==> src/design/kpsd_pkg.sv <==
`timescale 1ns / 1ps

package kpsd_pkg;

   localparam int unsigned NUM_ROWS = 4;
   localparam int unsigned NUM_COLS = 4;
   localparam int unsigned ROW_W    = 2;
   localparam int unsigned CODE_W   = 8;
   localparam int unsigned COUNT_W  = 8;

   localparam logic [NUM_COLS-1:0] COLS_IDLE          = 4'hF;
   localparam logic [COUNT_W-1:0]  RELEASE_TICKS_RST  = 8'd8;

   // scan state carried from one tick to the next
   typedef struct packed {
      logic [ROW_W-1:0]   next_row;
      logic [ROW_W-1:0]   scanned_row;
      logic               locked;
      logic [COUNT_W-1:0] release_count;
   } scan_state_type;

   // one result item
   typedef struct packed {
      logic [NUM_ROWS-1:0] row_drive;
      logic                key_event;
      logic [CODE_W-1:0]   key_code;
   } scan_result_type;

   // ASCII legend of the 4x4 pad, row by column
   function automatic logic [CODE_W-1:0] key_lookup(input logic [ROW_W-1:0] row,
                                                    input logic [1:0]       col);
      logic [CODE_W-1:0] code;
      code = 8'h00;
      case ({row, col})
         4'h0: code = 8'h31; // '1'
         4'h1: code = 8'h32; // '2'
         4'h2: code = 8'h33; // '3'
         4'h3: code = 8'h41; // 'A'
         4'h4: code = 8'h34; // '4'
         4'h5: code = 8'h35; // '5'
         4'h6: code = 8'h36; // '6'
         4'h7: code = 8'h42; // 'B'
         4'h8: code = 8'h37; // '7'
         4'h9: code = 8'h38; // '8'
         4'hA: code = 8'h39; // '9'
         4'hB: code = 8'h43; // 'C'
         4'hC: code = 8'h2A; // '*'
         4'hD: code = 8'h30; // '0'
         4'hE: code = 8'h23; // '#'
         default: code = 8'h44; // 'D'
      endcase
      return code;
   endfunction

endpackage

==> src/design/matrix_keypad_scan_debounce_unit.sv <==
`timescale 1ns / 1ps

// 4x4 matrix keypad scanner. Each req_ transfer is one scan tick carrying the
// active-low column levels, read against the row driven on the previous tick;
// each tick yields one rsp_ item with the row pattern to drive next, a one-tick
// key event and the key's ASCII code (0 when no event). After a key is taken
// the scanner stays locked until release_ticks+1 consecutive all-high ticks
// have passed; any low column reloads the count.
// One tick is taken per clock while no result is stalled: the whole tick is a
// single pass of logic into the result register, and a new tick is accepted in
// the cycle its predecessor's result is taken; its result shows the next cycle.
module matrix_keypad_scan_debounce_unit (
   input  logic                          clock,
   input  logic                          reset,
   input  logic                          csr_wr_en,
   input  logic [kpsd_pkg::COUNT_W-1:0]  csr_wr_data,
   input  logic                          req_valid,
   output logic                          req_stall,
   input  logic [kpsd_pkg::NUM_COLS-1:0] req_col_levels,
   output logic                          rsp_valid,
   input  logic                          rsp_stall,
   output logic [kpsd_pkg::NUM_ROWS-1:0] rsp_row_drive,
   output logic                          rsp_key_event,
   output logic [kpsd_pkg::CODE_W-1:0]   rsp_key_code
);

   logic [kpsd_pkg::COUNT_W-1:0] release_ticks_ff;
   kpsd_pkg::scan_state_type     state_ff;
   kpsd_pkg::scan_state_type     state_in;
   kpsd_pkg::scan_result_type    result_ff;
   kpsd_pkg::scan_result_type    result_in;
   logic                         rsp_valid_ff;
   logic                         req_xfer;

   // stall only while a result waits and the consumer is stalling
   assign req_stall = rsp_valid_ff && rsp_stall;
   assign req_xfer  = req_valid && !req_stall;

   kpsd_step u_step (
      .cur           (state_ff),
      .col_levels    (req_col_levels),
      .release_ticks (release_ticks_ff),
      .nxt           (state_in),
      .res           (result_in)
   );

   // hold the release length
   always_ff @(posedge clock) begin
      if (reset) begin
         release_ticks_ff <= kpsd_pkg::RELEASE_TICKS_RST;
      end else if (csr_wr_en) begin
         release_ticks_ff <= csr_wr_data;
      end
   end

   // advance the scan state on each input transfer
   always_ff @(posedge clock) begin
      if (reset) begin
         state_ff <= '0;
      end else if (req_xfer) begin
         state_ff <= state_in;
      end
   end

   // result register valid
   always_ff @(posedge clock) begin
      if (reset) begin
         rsp_valid_ff <= 1'b0;
      end else if (req_xfer) begin
         rsp_valid_ff <= 1'b1;
      end else if (!rsp_stall) begin
         rsp_valid_ff <= 1'b0;
      end
   end

   // result payload
   always_ff @(posedge clock) begin
      if (req_xfer) begin
         result_ff <= result_in;
      end
   end

   assign rsp_valid     = rsp_valid_ff;
   assign rsp_row_drive = result_ff.row_drive;
   assign rsp_key_event = result_ff.key_event;
   assign rsp_key_code  = result_ff.key_code;

endmodule

==> src/design/kpsd_step.sv <==
`timescale 1ns / 1ps

// One scan tick: key pick, lock and release countdown, row advance.
module kpsd_step (
   input  kpsd_pkg::scan_state_type      cur,
   input  logic [kpsd_pkg::NUM_COLS-1:0] col_levels,
   input  logic [kpsd_pkg::COUNT_W-1:0]  release_ticks,
   output kpsd_pkg::scan_state_type      nxt,
   output kpsd_pkg::scan_result_type     res
);

   logic       any_low;
   logic       all_high;
   logic [1:0] low_col;
   logic       lock_mid;

   assign all_high = (col_levels == kpsd_pkg::COLS_IDLE);
   assign any_low  = !all_high;

   // find the lowest-numbered pressed column
   always_comb begin
      if (!col_levels[0]) begin
         low_col = 2'd0;
      end else if (!col_levels[1]) begin
         low_col = 2'd1;
      end else if (!col_levels[2]) begin
         low_col = 2'd2;
      end else begin
         low_col = 2'd3;
      end
   end

   // detect a new key while unlocked
   assign res.key_event = !cur.locked && any_low;
   assign res.key_code  = res.key_event ?
                          kpsd_pkg::key_lookup(cur.scanned_row, low_col) : 8'h00;
   assign lock_mid      = cur.locked || any_low;

   // reload on a press, count down on idle ticks, release at zero;
   // drive the next row low and advance
   always_comb begin
      nxt.locked        = lock_mid;
      nxt.release_count = cur.release_count;
      nxt.scanned_row   = cur.next_row;
      nxt.next_row      = cur.next_row + 1'b1;
      if (lock_mid) begin
         if (all_high) begin
            if (cur.release_count != '0) begin
               nxt.release_count = cur.release_count - 1'b1;
            end else begin
               nxt.locked = 1'b0;
            end
         end else begin
            nxt.release_count = release_ticks;
         end
      end
   end

   assign res.row_drive = ~(kpsd_pkg::NUM_ROWS'(1) << cur.next_row);

endmodule

==> config.mk <==
export PLATFORM = sky130hd
export DESIGN_NAME = matrix_keypad_scan_debounce_unit
export DESIGN_NICKNAME = d
export VERILOG_FILES = /design/src/design/kpsd_pkg.sv /design/src/design/matrix_keypad_scan_debounce_unit.sv /design/src/design/kpsd_step.sv
export SDC_FILE = /design/constraint.sdc
export NUM_CORES = 1
export LEC_CHECK = 0
export BUFFER_PORTS_ARGS = -buffer_cell sky130_fd_sc_hd__buf_4
export CORE_MARGIN = 2
export CORE_UTILIZATION = 40
export CTS_CLUSTER_SIZE = 24
export DETAILED_ROUTE_END_ITERATION = 16
export GPL_ROUTABILITY_DRIVEN = 0
export GPL_TIMING_DRIVEN = 0
export SLEW_MARGIN = 20
export SYNTH_ARGS = -nofsm -noshare
export SYNTH_HDL_FRONTEND = slang
export SYNTH_HIERARCHICAL = 1
export SYNTH_SLANG_ARGS = --single-unit
==> constraint.sdc <==
create_clock -name clock -period 2.4 [get_ports clock]
set_clock_uncertainty 0.1 [all_clocks]
set_input_delay 0.24 -clock clock [delete_from_list [all_inputs] [get_ports clock]]
set_output_delay 0.24 -clock clock [all_outputs]
set_load 0.02 [all_outputs]
== Word level (Yosys, flattened, before mapping) ==
Memories as Yosys holds them, arrays and structs flattened. A register that Yosys moved wholly into a read port is not among the register bits.
Cells that the tools add are included.

* Bits in registers: 35
* Latch bits: 0
* Memory bits (writable): 0
* Memory bits (read-only): 112
* Input port bits: 17
* Output and inout bits: 15
* Word-level logic and storage cells: 37
* Memories: 1

* Add/subtract/negate cells: 2
* $mul: 0
* Div/mod/pow operators: 0
* $lt $le $gt $ge: 0
* Eq/ne operators: 3
* Shift-type cells: 1
* Muxes and demuxes: 10
* Bitwise logic cells: 1
* Reductions and logical operators: 10

{| class="wikitable"
|+ Memories
! name !! words !! bits a word !! rd ports !! clocked after Yosys merged registers in !! write ports !! RTL line !! RTL
|-
| (no name shown) || 16 || 7 || 1 || 1 || 0 || kpsd_pkg.sv:34 || <nowiki>case ({row, col})</nowiki>
|}

{| class="wikitable"
|+ Operator list
! kind !! count
|-
| $mux 8 || 2
|-
| $mux 9 || 1
|-
| $reduce_bool 8->1 || 1
|-
| $sub 8x1->8 const B || 1
|-
| $mux 1 || 5
|-
| $eq 4x4->1 const B || 1
|-
| $logic_not 1->1 || 4
|-
| $mux 2 || 2
|-
| $not 4->4 || 1
|-
| $shl 1x2->4 const A || 1
|-
| $logic_and 1x1->1 || 3
|-
| $reduce_and 3->1 || 1
|-
| $add 2x1->2 const B || 1
|-
| $ne 2x1->1 const B || 1
|-
| $ne 2x2->1 const B || 1
|-
| $logic_or 1x1->1 || 1
|}

== Depth between registers and ports, before layout ==
* Depth in word-level cells: 4
* Mapped depth: 8
* Mapped depth without buffers: 8

== Cells and area by module ==
Netlist, hierarchy kept.

{| class="wikitable"
|+ By module, submodules not included
! module !! times used !! cells an instance !! area each (sq um) !! seq. area each (sq um)
|-
| matrix_keypad_scan_debounce_unit || 1 || 99 || 1,307.5 || 830.8
|-
| kpsd_step || 1 || 98 || 624.3 || 0.0
|}

== Worst setup path before layout ==
Ideal clock, no wire load.

* Path type: reg2reg
* Start: register state_ff[0] (netlist bit)
* End: register state_ff[1] (netlist bit)
* Library setup time: 72 ps
* Arrival: 1,784 ps
* Required time: 2,228 ps
* Path slack: 444 ps
* Stages on the path, launching flop included: 9
* Buffers on the path: 0
* Period minus slack after synthesis: 1,956 ps
* Path through: dfxtp_1 -> inv_1 -> ha_1 -> nor4b_2 -> a21bo_2 -> mux2_2 -> o21ai_0 -> nand2b_1 -> mux2i_1

* Longest elaborated chain between the ends: 3
* Elaborated cells between the ends (all ways): 6
* Those cells by class: add/sub: 1; eq/ne: 1; mux: 2; reduce/logical: 2

{| class="wikitable"
|+ Ends and longest elaborated chain
! what !! RTL line !! RTL
|-
| from (decl) || matrix_keypad_scan_debounce_unit.sv:28 || <nowiki>kpsd_pkg::scan_state_type state_ff;</nowiki>
|-
| from (signal assigned) || matrix_keypad_scan_debounce_unit.sv:61 || <nowiki>state_ff <= state_in;</nowiki>
|-
| $sub 8x1->8 / $reduce_bool 8->1 (equally long branches) || kpsd_step.sv:49, kpsd_step.sv:48 ||
|-
| $mux 8 / $ne 2x2->1 (equally long branches) || -- ||
|-
| $mux 8 / $reduce_and 3->1 (equally long branches) || -- ||
|}

Parallel ways exist; a longest one is shown, timed or not. The select of a mux whose other input is x is not followed.
A chain may end at the register's enable or synchronous reset.

== Worst setup path in the final report ==
Same ends and word-level chain as after synthesis.

==> results_dict.tcl <==
set metrics [dict create \
    outcome "finished clean" \
    final_antenna_net_count 0 \
    grt_antenna_before_repair 0 \
    numCtsBuffers 5 \
    hold_path_class "in2reg" \
    worst-setup-path-type "reg2reg" \
    synth_seq_area_share_pct 43.0 \
    final_nets 262 \
    p_sw_uw 369 \
    synth_enable_flop_cells 13 \
    total_power_uw 1350 \
    syn_avg_cell_area_um2 9.81 \
    grt_pass1_vias 1296 \
    tritoncts "yes" \
    drc_errors 0 \
    die_y_um 73.5 \
    grt_max_degree 23 \
    synthCells 197 \
    drv_cap 0 \
    holdPathStages 2 \
    powerDensity_mw_per_mm2 583 \
    muxShareOfSynthArea_pct 12.6 \
    cts_max_level 2 \
    port_buffers 30 \
    peakVddDrop_uv 373 \
    finalSetupTns_ps 0 \
    place_ws_ps 238 \
    worst_slack_ps 369 \
    avgRoutedWirePerCell_um 11.5 \
    syn_area_mm2 0.00193 \
    first_pass_iters 4 \
    vias_per_cell 4.96 \
    start_util_pct 41.2 \
    period_minus_slack_ps 2030 \
    clock_sinks 35 \
    yosysTopAreaCell "dfxtp_1" \
    r2r-end "state_ff[1]$_SDFFE_PP0P_" \
    drt_iter0_drc 67 \
    placementRows 25 \
    hold_path_end "release_ticks_ff[3]$_SDFFE_PP1P_" \
    swShare_pct 27.3 \
    grt_pass1_wl_um 5840 \
    clock_latency_ps 280 \
    synthesis.nets 225 \
    io_pins 32 \
    worst_setup_path_start_kind "flop" \
    synth-main-ff-cell "dfxtp_1" \
    synth_area_leaders "dfxtp_1, edfxtp_1, mux2i_1" \
    clk_pin_slew_ps 70 \
    final_cell_mix "buf_4, nand2b_1, mux2i_1, dfxtp_1" \
    grtUsageTotal_pct 14.4 \
    yosys.area_share.simple_pct 20.4 \
    power.internal_uw 984 \
    synth_cell_types 36 \
    fin_crit_sh_pct 84.6 \
    areaGrowthSynthToFinish_pct 20.0 \
    antenna_cells 0 \
    clockPowerShare_pct 30.8 \
    die_area_mm2 0.00540 \
    slew_viol_final 0 \
    p_leak_uw 0.000989 \
    synthArstFlopShare_pct 0 \
    rsz0062_at_grt "false" \
    synth_top_family_by_area "simple AND/OR/NAND/NOR gates" \
    yosys_warnings 6 \
    wirelength_um 3330 \
    r2r_setup_slack_ps 370 \
    cts_hold_buf 0 \
    post-route-util_pct 49.4 \
    min_from "csr_wr_data[3]" \
    die_w_um 73.5 \
    ctsRootBufferMaster "clkbuf_8" \
    dpl.hpwl_um 2380 \
    via_count 1432 \
    crit_fanout 7 \
    clockBufferDepth 2 \
    crit_path_end_kind "flop" \
    required_ps 2520 \
    max_freq_mhz 492 \
    synth_compound_area_share_pct 9.97 \
    final_common_cell "buf_4" \
    r2r_cells 8 \
    setup_viol 0 \
    finalHoldViolCount 0 \
    core_mm2 0.00469 \
    layout-drive-gt1-share_pct 21.3 \
    combinationalPowerShare_pct 18.6 \
    overflow 0 \
    arrival_ps 2150 \
    synth_top_area_share_pct 22.8 \
    r2r-start "state_ff[0]$_SDFFE_PP0P_" \
    synthAdderAreaFrac_pct 7.12 \
    pwr-share-seq_pct 50.6 \
    synth-xor-area-share_pct 0.453 \
    yosys_register_bits 35 \
]
==> Yosys cell counts, types with 5 or more instances <==
library cell,count
clkbuf_1,5
mux2i_1,22
nand2b_1,30
inv_1,12
nand2_1,13
ha_1,11
dfxtp_1,22
o21ai_0,11
nor2_1,12
edfxtp_1,13
a21oi_1,9
==> registers in the layout, summed over array words and instances (netlist names) <==
name              count
rsp_row_drive         4
rsp_key_event         1
rsp_key_code          8
rsp_valid             1
state_ff             13
release_ticks_ff      8
==> worst max path at each step <==
stage / depth (start not counted) / to / start
after floorplan: 8 / state_ff[1]$_SDFFE_PP0P_ / state_ff[0]$_SDFFE_PP0P_
after global placement: 8 / state_ff[1]$_SDFFE_PP0P_ / state_ff[0]$_SDFFE_PP0P_
after detailed placement: 8 / state_ff[1]$_SDFFE_PP0P_ / state_ff[0]$_SDFFE_PP0P_
after CTS: 8 / state_ff[1]$_SDFFE_PP0P_ / state_ff[0]$_SDFFE_PP0P_
after global routing: 8 / state_ff[1]$_SDFFE_PP0P_ / state_ff[0]$_SDFFE_PP0P_
final: 8 / state_ff[1]$_SDFFE_PP0P_ / state_ff[0]$_SDFFE_PP0P_
==> cell type report <==
| class | count | area (µm²) |
|---|---|---|
| inverters | 12 | 45.0 |
| flip-flops and latches | 35 | 831 |
| well taps | 54 | 67.6 |
| multi-input cells | 138 | 988 |
| fillers | 472 | 2370 |
| repair buffers | 30 | 225 |
| clock inverters | 2 | 12.5 |
| plain buffers | 12 | 76.3 |
| clock buffers | 6 | 72.6 |
==> power groups by stage <==
stage | registers [µW] | clock network [µW] | logic, µW
final | 684 | 416 | 252
after global routing | 690 | 460 | 284
after CTS | 684 | 438 | 253
after detailed placement | 697 | 0 | 252
after global placement | 697 | 0 | 250
after floorplan | 713 | 0 | 154
==> kinds of logic (layout without fill, tap and decap cells) <==
kind of cell / Yosys count / after routing
and+or+nand+nor: 71 / 71
DFF: 35 / 35
AOI/OAI and AO/OA: 30 / 30
muxes: 24 / 24
buffers and inverters: 24 / 62
adders and majority gates: 11 / 11
other: 1 / 1
xor gates and xnor gates: 1 / 1
==> timing repair <==
item	4_1_cts	5_1_grt
setup endpoints to repair	0	1
setup buffers	0	0
gates resized for setup	0	1
==> critical path: stages (launching register included) <==
cell and delay, ps:
dfxtp_1 330, inv_1 90, ha_1 170, nor4b_4 370
a21bo_2 240, mux2_2 330, o21ai_0 140, nand2b_1 80
mux2i_1 120
==> per-layer routing <==
layer / vias to the layer above / GRT usage [%] / part of all wire [%]
met5: - / 0 / 0
met3: 5 / 4.53 / 4.4
met4: 0 / 6.06 / 1.4
met2: 34 / 24.7 / 50
met1: 657 / 16.3 / 45
li1: 736 / - / -
==> metrics by stage <==
| step | hold slack [ps] | area (µm²) | instances |
|---|---|---|---|
| after floorplan | 257 | 1930 | 197 |
| after global placement | 345 | 2220 | 281 |
| after detailed placement | 352 | 2220 | 281 |
| after CTS | 44.3 | 2310 | 289 |
| after global routing | 50.6 | 2320 | 289 |
| final | 55.1 | 2320 | 289 |
Power figures use the tool's default switching activity.
